**src/sv/ist_pkg.sv**
```systemverilog
// Shared constants for the integer set table: store depth, derived widths,
// operation codes and stream field widths.
// No dependencies.
`default_nettype none

package ist_pkg;

  // Store depth and the widths that follow from it
  localparam int CAPACITY = 16;
  localparam int IDX_W    = (CAPACITY > 1) ? $clog2(CAPACITY) : 1;
  localparam int CNT_W    = $clog2(CAPACITY + 1);

  // Stream field widths
  localparam int FUNC_W     = 3;
  localparam int VAL_W      = 32;
  localparam int CNT_F_W    = 5;
  localparam int OUT_DATA_W = 40;

  // Operation codes
  localparam logic [FUNC_W-1:0] FN_INSERT = 3'd0;
  localparam logic [FUNC_W-1:0] FN_DELETE = 3'd1;
  localparam logic [FUNC_W-1:0] FN_LOOKUP = 3'd2;
  localparam logic [FUNC_W-1:0] FN_LIST   = 3'd3;
  localparam logic [FUNC_W-1:0] FN_CLEAR  = 3'd4;

endpackage

`default_nettype wire

```
**src/sv/ist_ram.sv**
```systemverilog
// Generic simple dual-port RAM: one write port, one read port with
// registered read data that holds while no read is requested.
// No dependencies.
`default_nettype none

module ist_ram #(
  parameter int DEPTH = 16,
  parameter int WIDTH = 32
) (
  input  wire logic                                  clk,
  input  wire logic                                  wr_en,
  input  wire logic [((DEPTH > 1) ? $clog2(DEPTH) : 1)-1:0] wr_addr,
  input  wire logic [WIDTH-1:0]                      wr_data,
  input  wire logic                                  rd_en,
  input  wire logic [((DEPTH > 1) ? $clog2(DEPTH) : 1)-1:0] rd_addr,
  output logic      [WIDTH-1:0]                      rd_data
);

  logic [WIDTH-1:0] mem [DEPTH];

  // Write port
  always_ff @(posedge clk) begin
    if (wr_en) begin
      mem[wr_addr] <= wr_data;
    end
  end

  // Read port, registered
  always_ff @(posedge clk) begin
    if (rd_en) begin
      rd_data <= mem[rd_addr];
    end
  end

endmodule

`default_nettype wire

```
**src/sv/integer_set_table_unit.sv**
```systemverilog
// Top level of the integer set table: sequencer around a one-port-read,
// one-port-write RAM holding the packed set, plus the output register.
// Depends on ist_pkg and ist_ram.
//
//   channel | dir | tdata                         | tuser          | tlast
//   --------+-----+-------------------------------+----------------+------
//   in_     | in  | value[31:0]                   | func[2:0]      | -
//   out_    | out | found, refused_full, count,   | element_valid  | last
//           |     | element (from bit 0 up)       |                |
//
// Insert and lookup scan the stored entries through the RAM read port,
// one entry per cycle, and stop early on a hit; the next request is
// taken in the cycle after the result is loaded. Delete adds a shift pass
// over the entries above the hit, one per cycle. List reads newest first,
// one element per cycle while the output is taken.
// Reset clears the state, the element count and the output valid; RAM contents are never cleared.
// A stalled output holds the sequencer at its next result; a new request
// is taken whenever the sequencer is idle, even with a result waiting.
`default_nettype none

module integer_set_table_unit
  import ist_pkg::*;
(
  input  wire logic                  clk,
  input  wire logic                  rst_n,
  // request stream
  input  wire logic                  in_tvalid,
  output logic                       in_tready,
  input  wire logic [VAL_W-1:0]      in_tdata,   // [31:0] value
  input  wire logic [FUNC_W-1:0]     in_tuser,   // [2:0] func
  // result stream
  output logic                       out_tvalid,
  input  wire logic                  out_tready,
  output logic [OUT_DATA_W-1:0]      out_tdata,  // [0] found, [1] refused_full,
                                                 // [6:2] count, [38:7] element,
                                                 // [39] zero
  output logic                       out_tuser,  // [0] element_valid
  output logic                       out_tlast
);

  typedef enum logic [2:0] {
    S_IDLE,
    S_SCAN,
    S_SHIFT,
    S_LIST,
    S_EMIT
  } state_t;

  state_t                state_r;
  logic [FUNC_W-1:0]     func_r;
  logic [VAL_W-1:0]      value_r;
  logic [CNT_W-1:0]      count_r;
  logic [CNT_W-1:0]      addr_r;
  logic                  chk_valid_r;
  logic [IDX_W-1:0]      chk_idx_r;
  logic                  lst_more_r;
  logic                  res_found_r;
  logic                  res_refused_r;

  logic                  out_valid_r;
  logic [OUT_DATA_W-1:0] out_data_r;
  logic                  out_user_r;
  logic                  out_last_r;

  logic                  rd_en;
  logic [IDX_W-1:0]      rd_addr;
  logic [VAL_W-1:0]      rd_data;
  logic                  wr_en;
  logic [IDX_W-1:0]      wr_addr;
  logic [VAL_W-1:0]      wr_data;

  logic                  out_free;
  logic                  issue;
  logic                  hit;
  logic                  miss;
  logic                  push;
  logic                  in_acc;
  logic                  list_last;

  ist_ram #(
    .DEPTH (CAPACITY),
    .WIDTH (VAL_W)
  ) u_ram (
    .clk     (clk),
    .wr_en   (wr_en),
    .wr_addr (wr_addr),
    .wr_data (wr_data),
    .rd_en   (rd_en),
    .rd_addr (rd_addr),
    .rd_data (rd_data)
  );

  assign in_tready  = (state_r == S_IDLE);
  assign in_acc     = in_tvalid && in_tready;
  assign out_tvalid = out_valid_r;
  assign out_tdata  = out_data_r;
  assign out_tuser  = out_user_r;
  assign out_tlast  = out_last_r;
  assign out_free   = !out_valid_r || out_tready;
  assign list_last  = (chk_idx_r == '0);

  // RAM access and step control
  always_comb begin
    issue   = 1'b0;
    miss    = 1'b0;
    push    = 1'b0;
    wr_en   = 1'b0;
    wr_addr = '0;
    wr_data = value_r;
    rd_addr = addr_r[IDX_W-1:0];
    hit     = chk_valid_r && (rd_data == value_r);
    case (state_r)
      S_SCAN: begin
        issue = (addr_r < count_r) && !hit;
        miss  = !chk_valid_r && !issue;
        // append an absent value at the end of the packed run
        if (miss && (func_r == FN_INSERT) && (count_r < CNT_W'(CAPACITY))) begin
          wr_en   = 1'b1;
          wr_addr = count_r[IDX_W-1:0];
        end
      end
      S_SHIFT: begin
        issue = (addr_r < count_r);
        // move the entry read last cycle one place down
        if (chk_valid_r) begin
          wr_en   = 1'b1;
          wr_addr = chk_idx_r - IDX_W'(1);
          wr_data = rd_data;
        end
      end
      S_LIST: begin
        push  = chk_valid_r && out_free;
        issue = lst_more_r && (!chk_valid_r || push);
      end
      S_EMIT: begin
        push = out_free;
      end
      default: begin
        issue = 1'b0;
      end
    endcase
    rd_en = issue;
  end

  // Sequencer, count and output register
  always_ff @(posedge clk) begin
    if (!rst_n) begin
      state_r     <= S_IDLE;
      count_r     <= '0;
      chk_valid_r <= 1'b0;
      lst_more_r  <= 1'b0;
      out_valid_r <= 1'b0;
    end else begin
      // output register handshake
      if (push) begin
        out_valid_r <= 1'b1;
      end else if (out_tready) begin
        out_valid_r <= 1'b0;
      end

      case (state_r)
        S_IDLE: begin
          if (in_acc) begin
            func_r        <= in_tuser;
            value_r       <= in_tdata;
            chk_valid_r   <= 1'b0;
            res_found_r   <= 1'b0;
            res_refused_r <= 1'b0;
            case (in_tuser)
              FN_INSERT, FN_DELETE, FN_LOOKUP: begin
                addr_r  <= '0;
                state_r <= S_SCAN;
              end
              FN_LIST: begin
                if (count_r == '0) begin
                  state_r <= S_EMIT;
                end else begin
                  addr_r     <= count_r - CNT_W'(1);
                  lst_more_r <= 1'b1;
                  state_r    <= S_LIST;
                end
              end
              FN_CLEAR: begin
                count_r <= '0;
                state_r <= S_EMIT;
              end
              default: begin
                state_r <= S_EMIT;
              end
            endcase
          end
        end

        S_SCAN: begin
          // issue is low on a hit, so the check pipe drains by itself
          chk_valid_r <= issue;
          chk_idx_r   <= addr_r[IDX_W-1:0];
          if (issue) begin
            addr_r <= addr_r + CNT_W'(1);
          end
          if (hit) begin
            res_found_r <= 1'b1;
            if (func_r == FN_DELETE) begin
              addr_r  <= CNT_W'(chk_idx_r) + CNT_W'(1);
              state_r <= S_SHIFT;
            end else begin
              state_r <= S_EMIT;
            end
          end else if (miss) begin
            if (func_r == FN_INSERT) begin
              if (count_r < CNT_W'(CAPACITY)) begin
                count_r <= count_r + CNT_W'(1);
              end else begin
                res_refused_r <= 1'b1;
              end
            end
            state_r <= S_EMIT;
          end
        end

        S_SHIFT: begin
          chk_valid_r <= issue;
          chk_idx_r   <= addr_r[IDX_W-1:0];
          if (issue) begin
            addr_r <= addr_r + CNT_W'(1);
          end
          if (!chk_valid_r && !issue) begin
            count_r <= count_r - CNT_W'(1);
            state_r <= S_EMIT;
          end
        end

        S_LIST: begin
          chk_valid_r <= issue || (chk_valid_r && !push);
          if (issue) begin
            chk_idx_r <= addr_r[IDX_W-1:0];
            if (addr_r == '0) begin
              lst_more_r <= 1'b0;
            end else begin
              addr_r <= addr_r - CNT_W'(1);
            end
          end
          if (push) begin
            out_data_r <= {1'b0, rd_data, CNT_F_W'(count_r), 1'b0, 1'b0};
            out_user_r <= 1'b1;
            out_last_r <= list_last;
            if (list_last) begin
              state_r <= S_IDLE;
            end
          end
        end

        S_EMIT: begin
          if (push) begin
            out_data_r <= {1'b0, VAL_W'(0), CNT_F_W'(count_r), res_refused_r,
                           res_found_r};
            out_user_r <= 1'b0;
            out_last_r <= 1'b1;
            state_r    <= S_IDLE;
          end
        end

        default: begin
          state_r <= S_IDLE;
        end
      endcase
    end
  end

`ifndef NO_ASSERTIONS
  // the set never grows past the store
  a_count_bound: assert property (@(posedge clk) disable iff (!rst_n)
    count_r <= CNT_W'(CAPACITY))
    else $error("element count above capacity");

  // count moves by one step, or drops to zero on clear
  a_count_step: assert property (@(posedge clk) disable iff (!rst_n)
    !$stable(count_r) |->
      (count_r == $past(count_r) + CNT_W'(1)) ||
      (count_r == $past(count_r) - CNT_W'(1)) || (count_r == '0))
    else $error("element count jumped");

  // no RAM write targets the entry being read
  a_no_rw_clash: assert property (@(posedge clk) disable iff (!rst_n)
    (rd_en && wr_en) |-> (rd_addr != wr_addr))
    else $error("RAM read and write on one entry");

  // only list runs give results without last, and those carry an element
  a_run_elem: assert property (@(posedge clk) disable iff (!rst_n)
    (out_valid_r && !out_last_r) |-> out_user_r)
    else $error("non-final result without element");

  // no new request is taken while a list run is under way
  a_list_hold: assert property (@(posedge clk) disable iff (!rst_n)
    (state_r == S_LIST) |-> !in_tready)
    else $error("request taken during list run");
`endif

endmodule

`default_nettype wire
```
**config.mk**
```make
export PLATFORM = sky130hd
export DESIGN_NAME = integer_set_table_unit
export DESIGN_NICKNAME = d
export VERILOG_FILES = /design/src/sv/ist_pkg.sv /design/src/sv/ist_ram.sv /design/src/sv/integer_set_table_unit.sv
export SDC_FILE = /design/constraint.sdc
export NUM_CORES = 1
export LEC_CHECK = 0
export BUFFER_PORTS_ARGS = -buffer_cell sky130_fd_sc_hd__buf_2
export CORE_MARGIN = 1
export CORE_UTILIZATION = 44
export DETAILED_ROUTE_END_ITERATION = 12
export PLACE_DENSITY = 0.57
export SKIP_LAST_GASP = 1
export SLEW_MARGIN = 25
export SYNTH_ARGS = -nofsm -noshare
export SYNTH_HDL_FRONTEND = slang
export SYNTH_SLANG_ARGS = --single-unit
```
**constraint.sdc**
```tcl
create_clock -name clk -period 12.42 [get_ports clk]
set_input_delay 1.242 -clock clk [delete_from_list [all_inputs] [get_ports clk]]
set_output_delay 1.242 -clock clk [all_outputs]
set_load 0.005 [all_outputs]
```
==> results of run 1 <==
layer usage:
layer / up-vias / GRT usage / part of all wire / wire length, um
met4: 0 / 0.0568 / 0.017 / 1040
met3: 69 / 0.0364 / 0.055 / 3270
li1: 5266 / - / - / -
met2: 379 / 0.333 / 0.50 / 29400
met1: 6481 / 0.284 / 0.43 / 25500
met5: - / 0 / 0 / 0
where the power goes:
group / leakage [nW] / switching, mW / total, mW / internal (mW)
Clock: 1.07 / 0.816 / 1.99 / 1.18
Sequential: 5.78 / 0.0653 / 2.61 / 2.55
Combinational: 2.38 / 0.514 / 0.888 / 0.374
Total: 9.23 / 1.40 / 5.49 / 4.10
cells by family (layout without fill, tap and decap cells):
logic type | Yosys count | count (layout) | share of synthesized area
flip-flops | 642 | 642 | 0.753
AO/OA/AOI/OAI | 79 | 79 | 0.0206
AND/OR/NAND/NOR | 166 | 166 | 0.0369
XOR/XNOR | 43 | 43 | 0.0148
adder cells (fa/ha/maj) | 11 | 11 | 0.00540
other | 1 | 1 | 0.000147
multiplexers | 193 | 193 | 0.156
buffers and inverters | 75 | 247 | 0.0134
state kept, by name, summed over array words and instances, names as in the netlist, 3 cells and up:
signal,cells
value_r,32
out_tdata,39
u_ram.rd_data,32
addr_r,5
chk_idx_r,4
u_ram.mem,512
state_r,3
count_r,5
func_r,3
worst min-delay path by stage:
stage                          start           end  slack, ns  cells after the start
final                     lst_more_r    lst_more_r       0.49                      2
after global routing      count_r[4]  out_tdata[6]       0.53                      0
after CTS                 lst_more_r    lst_more_r       0.49                      2
after detailed placement  lst_more_r    lst_more_r       0.48                      2
after global placement    lst_more_r    lst_more_r       0.47                      2
after floorplan           count_r[2]  out_tdata[4]       0.41                      0
metrics by stage:
| stage | cell area (um2) | util | total power [mW] |
|---|---|---|---|
| final | 29200 | 0.513 | 5.49 |
| after CTS | 29100 | 0.512 | 5.55 |
| after detailed placement | 26900 | 0.474 | 3.56 |
| after global routing | 29200 | 0.513 | 5.70 |
| after floorplan | 25500 | - | 3.26 |
| after global placement | 26900 | 0.474 | 3.55 |
layout by cell type, fill, tap and decap left out, types with 13 or more instances in the layout:
cell and n:
and2_1 33, edfxtp_1 631, nand3_1 14, clkinv_1 14, clkbuf_16 73, nor2_1 22, mux2_2 32, buf_2 81
buf_4 25, nand2_1 23, nor4_1 13, inv_1 13, a21oi_1 16, nor2_4 16, xor2_1 31, mux4_2 160
clkbuf_1 15
tightest hold or removal path, delay by kind of cell (launching register included):
family / cells / cell delay, ns
AO/OA/AOI/OAI: 2 / 0.13
flip-flops: 1 / 0.31
layout make-up:
class                      count  area, um2  area share
clock inverter                33        302      0.0103
clock buffer                  88       1880      0.0646
sequential                   642      19200       0.657
tap                          756        946      0.0324
multi-input combinational    493       6100       0.209
inverter                      16       75.1     0.00257
timing repair buffer         110        681      0.0233
==> summary.txt, run 1 <==
Synth
  • Synth Flop Type: edfxtp_1
  • Most area-hungry cell type in the Yosys netlist: edfxtp_1
  • Syn_nets: 1,260
  • Most frequent cells after synthesis: edfxtp_1, mux4_2, nor2_1, and2_1
  • Most numerous cell in the Yosys netlist: edfxtp_1
  • Top-area cell type share of the netlist area: 0.744
  • Post-synth EDFFs: 631
  • Avg Cell Area, Syn: 21.0 um2
  • Top cells by area, synth: edfxtp_1, mux4_2, mux2_2, xor2_1, dfxtp_1
  • Yosys cell types: 68
  • Mapped Area: 25,500 um2
  • Post-Synthesis Cells: 1,210
  • Ys Warns: 0
  • Post-synthesis async set-or-reset flop share: 0
  • Flops & latches, synth: 642
  • Seq/Total Area, Yosys: 0.753

Routing
  • Mean routed wirelength per cell: 27.7 um
  • WL final: 59.2 mm
  • Post-route DRC: 0
  • Vias: 12.2k
  • DR pass1 iterations: 5
  • Vias/cell: 5.70
  • Antenna viol nets, final: 0
  • DRT iter0 DRCs: 1,096

Worst setup path
  • Reg-to-reg critical path endpoint: u_ram.mem[0][17]
  • Worst Path Max Fanout: 32
  • Crit path DAT: 3.98 ns
  • Worst setup SP type: flip-flop
  • Crit path capture: u_ram.mem[0][17]
  • Top cell family by delay on the critical path: compound AO/OA/AOI/OAI gates
  • CP max-delay cell: buf_4
  • CP bufs+invs: 2
  • Crit-path cells: inv_1 -> ha_1 -> a211oi_1 -> o31a_1 -> or3_1 -> o21ai_1 -> a211oi_4 -> buf_4
  • Largest stage delay on the critical path: 0.62 ns
  • R2R Setup Slk: 8.65 ns
  • RR Startpoint: count_r[1]
  • WP data required: 12.63 ns
  • CP endpoint kind: flip-flop
  • CP Depth: 8
  • FF-to-FF path depth: 8
  • CP Launch Point: count_r[1]
  • WS Path Type: flip-flop to flip-flop

Global routing
  • GRT Total Usage: 0.204
  • Initial antenna violation count: 1
  • Vias in the first global route: 12.4k
  • First-pass GRT wire length: 86.0 mm
  • Largest net degree at the start of global routing: 135
  • Grt ovf: 0

Die
  • Die height: 243 um
  • Core Region: 56,800 um2
  • Initial Utilization: 0.448
  • I/O Pins: 83
  • Die width: 243 um
  • Die area: 58,800 um2
  • Row cnt: 87

Placement
  • Final HPWL DP: 30.8 mm
  • Placed cell count: 2,015
  • GP Congestion: 0.802
  • I/O Buffers: 81
  • Setup WS pre-CTS: 8.67 ns

Timing
  • Fmax: 265 MHz
  • WHS: 0.485 ns
  • Setup Total Neg Slack: 0 ns
  • RSZ-0062 raised after global routing: no
  • Final period util: 0.303
  • Final setup fails: 0
  • Minimum clock period: 3.77 ns
  • Number of hold violations in the final report: 0
  • Slew headroom: 0.366
  • Fin worst setup slack: 8.65 ns
  • Layout Skew: 0.0253 ns
  • Final Max Tran Viols: 0
  • Worst-Margin Slew: 0.951 ns

Clock network
  • Clock sinks: 642
  • Clock slew at reported path FFs: 0.06 ns
  • Num CTS Buffers: 70
  • CTS tree: done
  • Max Root-Sink Buffers: 3
  • Setup Buffers After CTS: 0
  • H-tree levels: 3
  • CTS root buf: clkbuf_16
  • Worst-skew pair later-pin latency: 0.60 ns
  • Post-CTS sizing: 0
  • Hold buffers post-CTS: 0

Min path
  • Worst Hold Class: flip-flop to flip-flop

Status
  • Outcome: completed

Cells and area
  • P&R area growth vs syn: 14.5%
  • Ant. Diodes: 0
  • Share of layout cells above drive strength 1: 0.312
  • Post-Layout Cell Count: 2,138
  • Nets@finish: 1,383
  • FILL cells: 4,566

Power
  • Static Leak: 9.23 nW
  • Cell area power density: 188 nW/um2
  • Peak supply drop: 103 uV

Job
  • Maxcap violations: 0
No activity file was read; power rests on OpenSTA's default activity.
==> inputs of run 2 (changes only) <==
- clock period: 12.42 -> 3.6 ns (I/O delays scaled with it)
==> run 2 against run 1 <==
Critical path type unchanged. Register-to-register slack got worse by 8.4 ns. Largest cell class unchanged. Sequential power increased to 3.5 times the previous value. Worst setup slack got worse by 8.4 ns. Critical path depth increased by 1. Critical endpoint is now u_ram.mem[12][20]. Hold slack got worse by 0.30 ns.
==> summary.txt, run 2 (synthesis gave the netlist of run 1 again) <==
Timing
  • Setup Total Neg Slack: 0 ns
  • Fmax: 296 MHz
  • Worst-Margin Slew: 0.954 ns
  • Final setup fails: 0
  • Number of hold violations in the final report: 0
  • Final period util: 0.938
  • Slew headroom: 0.364
  • Minimum clock period: 3.38 ns
  • Layout Skew: 0.0175 ns
  • Final Max Tran Viols: 0
  • RSZ-0062 raised after global routing: no

Global routing
  • First-pass GRT wire length: 90.3 mm
  • Met3 Track Usage GR: 0.0345
  • Global route hottest layer: met2
  • Largest net degree at the start of global routing: 135
  • GR Layer Usage met2: 0.331
  • Initial antenna violation count: 1
  • GRT Total Usage: 0.212
  • Grt met1 use: 0.308
  • Grt ovf: 0
  • Vias in the first global route: 13.1k

Placement
  • I/O Buffers: 81
  • Final HPWL DP: 36.3 mm
  • Area post-placement: 27,300 um2
  • GP Congestion: 0.831
  • Placed cell count: 2,035

Worst setup path
  • CP endpoint kind: flip-flop
  • R2R Setup Slk: 0.22 ns
  • Crit path DAT: 3.68 ns
  • CP Launch Point: count_r[1]
  • WS Path Type: flip-flop to flip-flop
  • Worst Path Max Fanout: 13
  • RR Startpoint: count_r[1]
  • FF-to-FF path depth: 9
  • Largest stage delay on the critical path: 0.52 ns
  • Worst setup SP type: flip-flop
  • Reg-to-reg critical path endpoint: u_ram.mem[12][20]
  • CP max-delay cell: dfxtp_1
  • WP data required: 3.90 ns
  • Crit-path cells: inv_1 -> ha_1 -> a211oi_1 -> o31a_1 -> or3_1 -> o22ai_1 -> nand2_1 -> nor2_4 -> buf_12

Die
  • Core Region: 56,800 um2
  • Die height: 243 um
  • Die width: 243 um
  • Initial Utilization: 0.448
  • I/O Pins: 83
  • Die area: 58,800 um2
  • Row cnt: 87

Power
  • Cell area power density: 635 nW/um2
  • Combinational share of power: 0.172
  • Seq pwr share: 0.477
  • Int Pwr: 13.9 mW
  • Static Leak: 9.47 nW
  • Switching pwr: 4.98 mW
  • Switch share: 0.263
  • Clock share of power: 0.351
  • Peak supply drop: 389 uV

Clock network
  • Clock slew at reported path FFs: 0.06 ns
  • Worst-skew pair later-pin latency: 0.61 ns
  • CTS root buf: clkbuf_16
  • Clock sinks: 642
  • Post-CTS sizing: 0
  • Setup Buffers After CTS: 0
  • Num CTS Buffers: 69
  • Hold buffers post-CTS: 35
  • Max Root-Sink Buffers: 3
  • H-tree levels: 3
  • CTS tree: done

Cells and area
  • Largest reg by FF count: u_ram.mem
  • Most frequent cells in the layout: edfxtp_1, mux4_2, buf_2
  • Share of layout cells above drive strength 1: 0.307
  • Most common cell after layout, fill and taps aside: edfxtp_1
  • Fin area: 29,800 um2
  • Final Util: 0.524
  • Max reg flops: 512
  • FILL cells: 4,522
  • Ant. Diodes: 0
  • Nets@finish: 1,436
  • P&R area growth vs syn: 16.9%
  • Post-Layout Cell Count: 2,195

Routing
  • Antenna viol nets, final: 0
  • DR pass1 iterations: 5
  • Vias: 12.6k
  • Post-route DRC: 0
  • DRT iter0 DRCs: 1,187
  • Vias/cell: 5.76
  • Mean routed wirelength per cell: 27.6 um
  • WL final: 60.7 mm

Min path
  • Worst hold path endpoint: count_r[1]
  • Hold depth: 2
  • Hold path startpoint: rst_n
  • Worst Hold Class: primary input to flip-flop

Job
  • Maxcap violations: 0

Status
  • Outcome: completed
[run 2: cell type report]
class	instances	area [um2]	share of cell area
Timing Repair Buffer	164	1370	0.0462
Sequential cell	642	19200	0.644
Tap cell	756	946	0.0318
Clock inverter	35	302	0.0101
Clock buffer	89	1800	0.0605
Inverter	16	75.1	0.00252
Multi-Input combinational cell	493	6090	0.205
[run 2: critical path, delay by kind of cell, from the launching register on]
| kind | cells | cell delay (ns) |
|---|---|---|
| AO/OA/AOI/OAI | 3 | 0.63 |
| AND/OR/NAND/NOR | 3 | 1.18 |
| buffers and inverters | 2 | 0.40 |
| flip-flops | 1 | 0.52 |
| adder cells (fa/ha/maj) | 1 | 0.32 |
[run 2: worst max-delay path by stage]
stage,to,slack [ns],cells past startpoint
2_1_floorplan,u_ram.mem[10][0],-0.42,10
3_3_place_gp,u_ram.mem[12][11],0.34,9
3_5_place_dp,u_ram.mem[12][12],0.28,9
4_1_cts,u_ram.mem[4][20],0.27,9
5_1_grt,u_ram.mem[12][20],0.07,9
6_report,u_ram.mem[12][20],0.22,9
[run 2: per-stage QoR]
stage | setup WS [ns] | hold WS (ns) | power, mW
2_1_floorplan | -0.422 | 0.406 | 11.2
3_3_place_gp | 0.342 | 0.493 | 12.4
3_5_place_dp | 0.275 | 0.493 | 12.4
4_1_cts | 0.267 | 0.133 | 19.1
5_1_grt | 0.0657 | 0.158 | 19.6
6_report | 0.225 | 0.185 | 18.9
[run 2: layer usage]
metal	up-vias	wire length (um)
met5	-	0
met4	0	1220
met3	72	3120
met2	390	29100
met1	6812	27300
li1	5373	-
[run 2: power groups by stage]
stage	clock network, mW	logic (mW)	registers (mW)
floorplan	0	2.17	9.07
global placement	0	3.23	9.16
detailed placement	0	3.23	9.17
CTS	6.81	3.28	9.01
global route	7.08	3.49	9.04
finish	6.64	3.24	9.01
